File: src/cpba_pkg.sv
`default_nettype none
package cpba_pkg;

	localparam int unsigned ZONE_PAGES_DEF = 4096;

	localparam int unsigned CMD_W   = 1;
	localparam int unsigned COUNT_W = 13;
	localparam int unsigned ALIGN_W = 13;
	localparam int unsigned START_W = 12;
	localparam int unsigned STAT_W  = 2;
	localparam int unsigned FREE_W  = 13;

	// cmd travels on tuser, the rest of the request on tdata
	localparam int unsigned IN_BITS  = COUNT_W + ALIGN_W + START_W;
	localparam int unsigned IN_W     = ((IN_BITS + 7) / 8) * 8;
	localparam int unsigned OUT_BITS = STAT_W + START_W + FREE_W;
	localparam int unsigned OUT_W    = ((OUT_BITS + 7) / 8) * 8;

	localparam logic CMD_ALLOC = 1'b0;
	localparam logic CMD_FREE  = 1'b1;

	typedef enum logic [STAT_W-1:0] {
		STAT_OK        = 2'd0,
		STAT_NO_FIT    = 2'd1,
		STAT_OUT_ZONE  = 2'd2,
		STAT_RSVD      = 2'd3
	} result_code_t;

	typedef enum logic [2:0] {
		ST_IDLE,
		ST_CLEAR,
		ST_SCAN,
		ST_MARK,
		ST_FREE,
		ST_DONE
	} state_t;

	// controller -> datapath
	typedef struct packed {
		logic load;
		logic clr_step;
		logic scan_step;
		logic mark_step;
		logic free_step;
		logic finish_ok;
		logic finish_fail;
		logic finish_oz;
		logic push;
	} cmd_t;

	// datapath -> controller
	typedef struct packed {
		logic is_free;
		logic alloc_ok;
		logic free_oz;
		logic clr_done;
		logic scan_hit;
		logic scan_end;
		logic mark_done;
		logic free_done;
	} stat_t;

endpackage
`default_nettype wire

File: src/cpba_ctrl.sv
`default_nettype none
module cpba_ctrl (
	input  wire logic           clk,
	input  wire logic           arst_n,
	input  wire logic           in_fire,
	input  wire logic           out_fire,
	input  wire cpba_pkg::stat_t st,
	output cpba_pkg::cmd_t      cmd,
	output logic                in_rdy,
	output logic                out_vld
);
	import cpba_pkg::*;

	state_t state_q, state_d;
	logic   out_vld_q;

	always_ff @(posedge clk or negedge arst_n) begin
		if (!arst_n) state_q <= ST_CLEAR;
		else state_q <= state_d;
	end

	// output register: set when a result is pushed, cleared when taken
	always_ff @(posedge clk or negedge arst_n) begin
		if (!arst_n) out_vld_q <= 1'b0;
		else if (cmd.push) out_vld_q <= 1'b1;
		else if (out_fire) out_vld_q <= 1'b0;
	end

	always_comb begin
		state_d = state_q;
		cmd     = '0;
		in_rdy  = 1'b0;
		out_vld = out_vld_q;
		unique case (state_q)
			ST_CLEAR: begin
				cmd.clr_step = 1'b1;
				if (st.clr_done) state_d = ST_IDLE;
			end
			ST_IDLE: begin
				in_rdy = 1'b1;
				if (in_fire) begin
					cmd.load = 1'b1;
					state_d  = ST_SCAN;
				end
			end
			ST_SCAN: begin
				if (st.is_free) begin
					if (st.free_oz) begin
						cmd.finish_oz = 1'b1;
						state_d = ST_DONE;
					end else state_d = ST_FREE;
				end else if (!st.alloc_ok) begin
					cmd.finish_fail = 1'b1;
					state_d = ST_DONE;
				end else if (st.scan_hit) begin
					state_d = ST_MARK;
				end else if (st.scan_end) begin
					cmd.finish_fail = 1'b1;
					state_d = ST_DONE;
				end else cmd.scan_step = 1'b1;
			end
			ST_MARK: begin
				cmd.mark_step = 1'b1;
				if (st.mark_done) begin
					cmd.finish_ok = 1'b1;
					state_d = ST_DONE;
				end
			end
			ST_FREE: begin
				cmd.free_step = 1'b1;
				if (st.free_done) begin
					cmd.finish_ok = 1'b1;
					state_d = ST_DONE;
				end
			end
			ST_DONE: begin
				// hold the result until the output register is free
				if (!out_vld_q || out_fire) begin
					cmd.push = 1'b1;
					state_d  = ST_IDLE;
				end
			end
			default: state_d = ST_CLEAR;
		endcase
	end

`ifndef SYNTH
	a_no_accept_busy: assert property (@(posedge clk) disable iff (!arst_n)
		in_fire |-> state_q == ST_IDLE) else $error("word accepted while busy");
	a_out_hold: assert property (@(posedge clk) disable iff (!arst_n)
		out_vld && !out_fire |=> out_vld) else $error("result dropped");
	a_mark_from_scan: assert property (@(posedge clk) disable iff (!arst_n)
		state_q == ST_MARK && $past(state_q) != ST_MARK |-> $past(state_q) == ST_SCAN)
		else $error("mark entered oddly");
`endif
endmodule
`default_nettype wire

File: config.mk
export PLATFORM = sky130hd
export DESIGN_NAME = cpba_ctrl
export DESIGN_NICKNAME = d
export VERILOG_FILES = /design/src/cpba_pkg.sv /design/src/cpba_ctrl.sv
export SDC_FILE = /design/constraint.sdc
export NUM_CORES = 1
export LEC_CHECK = 0
export ABC_CLOCK_PERIOD_IN_PS = 3200
export BUFFER_PORTS_ARGS = -buffer_cell sky130_fd_sc_hd__buf_4
export CAP_MARGIN = 10
export CORE_AREA = 2 2 39 41
export CTS_BUF_LIST = sky130_fd_sc_hd__clkbuf_8
export DETAILED_ROUTE_END_ITERATION = 16
export DIE_AREA = 0 0 41 43
export PLACE_DENSITY = 0.58
export SYNTH_ARGS = -nofsm -noshare
export SYNTH_HDL_FRONTEND = slang
export SYNTH_SLANG_ARGS = --single-unit
File: constraint.sdc
create_clock -name clk -period 3.2 [get_ports clk]
set_input_delay 0 -clock clk [delete_from_list [all_inputs] [get_ports clk]]
set_output_delay 0 -clock clk [all_outputs]
set_load 0.03 [all_outputs]
==> metrics <==
post-CTS resize count 0; Seq cells post-synth 4; Mean Syn Cell Area 7.99 µm²; crit path capture type primary output; clock share of power 20.4%; maximum clock rate 0.688 GHz; number of buffers created by CTS 3; P_int 283 µW; vias in the first global route 380; switching part of the total 47.3%; period utilization 45.4%; gr usage total 13.0%; clk slew on worst S/H paths 30 ps; cts hold-fix bufs 1; Lkg Pwr 0.000277 µW; Area contributors post-synth dfrtp_1, nor4b_2, dfstp_2; drt first pass iters 2; Core Area 0.00138 mm²; Arrival @ worst endpoint 1450 ps; Critical path buffers and inverters 1; first-pass GRT wire length 1.50 mm; VDD IR max 0.243 mV; Comb pwr share 54.1%; register area share after synthesis 25.9%; relative slew slack 74.2%; cell chain of the critical path nor2b_1 -> nand3_1 -> o31ai_1 -> buf_4; min Tclk post-route 1450 ps; dpl ws 1930 ps; Critical Path RT 3200 ps; outcome finished, final reports clean; Crit Path Max Fanout 13; Slew @ Worst Pin 387 ps; Setup Buffers After CTS 0; largest net degree at the start of global routing 16; IO Pins 23; Detailed Place HPWL 687 µm; Syn-to-layout area delta 55.3%; DR WL/cell 10.4 µm; Netlist cell types 26; Clock Tree Root clkbuf_8; latest clock arrival within the worst-skew pair 220 ps; # rows 14; Largest delay share family, worst path flip-flops; Crit Path Category reg -> out; Post-synth EDFFs 0; R2R Setup Slk 1930 ps; RSZ-0062 raised after global routing false; initial antenna violation count 0; Synth Instances 49; slowest CP cell dfrtp_1; Final WS setup 1750 ps; Inst Count DP 84; syn_nets 61; Non-Filler Instances 89; Die H 43 µm; Setup Total Neg Slack 0 ps; final setup violation count 0; # nets final 86; IO buf count 22; switching power 254 µW; worst clock skew 2.84 ps; grt ovf 0; top post-synthesis cells by count nand2_1, nor2_1, nor3_1, nor2b_1; Final Max Tran Viols 0; Async SR Flop Fraction 100%; # Max-Cap Violations 0; Hold WC Path Type in -> reg; Die Area 0.00176 mm²; DR vias/cell 4.90; Final Hold Fails 0; 1st-iter DRT viols 3; Final Wtd Congestion 0.687; Die X 41 µm; Post-Syn Area 392 µm²; CTS tree built; deepest clock path buffer count 2; slowest stage delay, CP 560 ps; diode count 0; Synth Flop Type dfrtp_1; antenna-violating nets left 0; Setup crit start kind flip-flop; Synth top area share 19.2%; Initial Utilization 28.3%; final wirelength 924 µm; pwr dens 884 mW/mm²; Yosys top cell by area dfrtp_1; sequential power share 25.5%; Util after Layout 43.9%; Yosys warning count 0; H-Tree Depth 1; clock sink total 4; total power 538 µW; DRC 0; via count 436; share of cells above drive strength 1 43.8%
power groups by stage:
| stage | Sequential (µW) | Clock, µW | Combinational [µW] |
|---|---|---|---|
| floorplan | 101 | 0 | 249 |
| global placement | 137 | 0 | 293 |
| detailed placement | 137 | 0 | 293 |
| CTS | 137 | 114 | 295 |
| global route | 144 | 118 | 321 |
| finish | 137 | 110 | 291 |
routing by layer:
metal  part of all wire (%)  vias to the layer above  wire, µm  global-route usage, %
li1                       -                      218         -                      -
met1                     40                      194       369                   15.2
met2                     48                       19       442                   18.1
met3                    8.0                        5        74                   3.14
met4                    4.1                        0        38                   12.0
met5                      0                        -         0                      0
final timing paths:
path,from,end,cells after the start
max in group asynchronous,arst_n,state_q[0],2
min in group asynchronous,arst_n,out_vld,2
worst min register to register,out_vld,out_vld,2
worst max-delay path,state_q[1],cmd[3],4
worst max register to register,state_q[1],state_q[0],4
worst min-delay path,in_fire,state_q[1],3
cells by family (layout without fill, tap and decap cells):
group | count (synthesis) | after routing | share of synthesized area, %
flops | 4 | 4 | 25.9
buf+inv | 4 | 28 | 7.03
simple gates | 34 | 34 | 51.8
compound gates | 7 | 7 | 15.3
metrics by stage:
step | cell area [µm²] | hold slack (ps)
5_1_grt | 608 | 56.1
3_3_place_gp | 553 | -201
2_1_floorplan | 392 | -296
6_report | 608 | 35.6
4_1_cts | 608 | 36.9
3_5_place_dp | 553 | -202
cell type report:
| cell class | count | area (µm²) |
|---|---|---|
| tap | 16 | 20.0 |
| clock buffer | 3 | 41.3 |
| inverter | 1 | 3.75 |
| multi-input combinational | 41 | 263 |
| sequential | 4 | 101 |
| clock inverter | 1 | 3.75 |
| timing repair buffer | 23 | 175 |
| fill | 168 | 776 |
layout by cell type (no fill, tap or decap), types with 2 or more instances in the layout:
cell / count
nand2_1: 6
inv_1: 2
nor3_1: 5
nand2b_1: 3
dfrtp_1: 3
nor2b_1: 4
buf_4: 22
clkbuf_8: 3
nor4b_2: 2
nor2_1: 6
o21ai_0: 2
state kept, by name, indices dropped and copies added, names as in the netlist:
name and cells:
out_vld 1, state_q 3
worst register-to-register path: stages (launching register included):
cell	delay, ps
dfrtp_1	500
nor2b_1	230
a21oi_1	150
nor2_1	70
a311oi_2	240
Note: power is estimated with default switching activity, not from simulation.
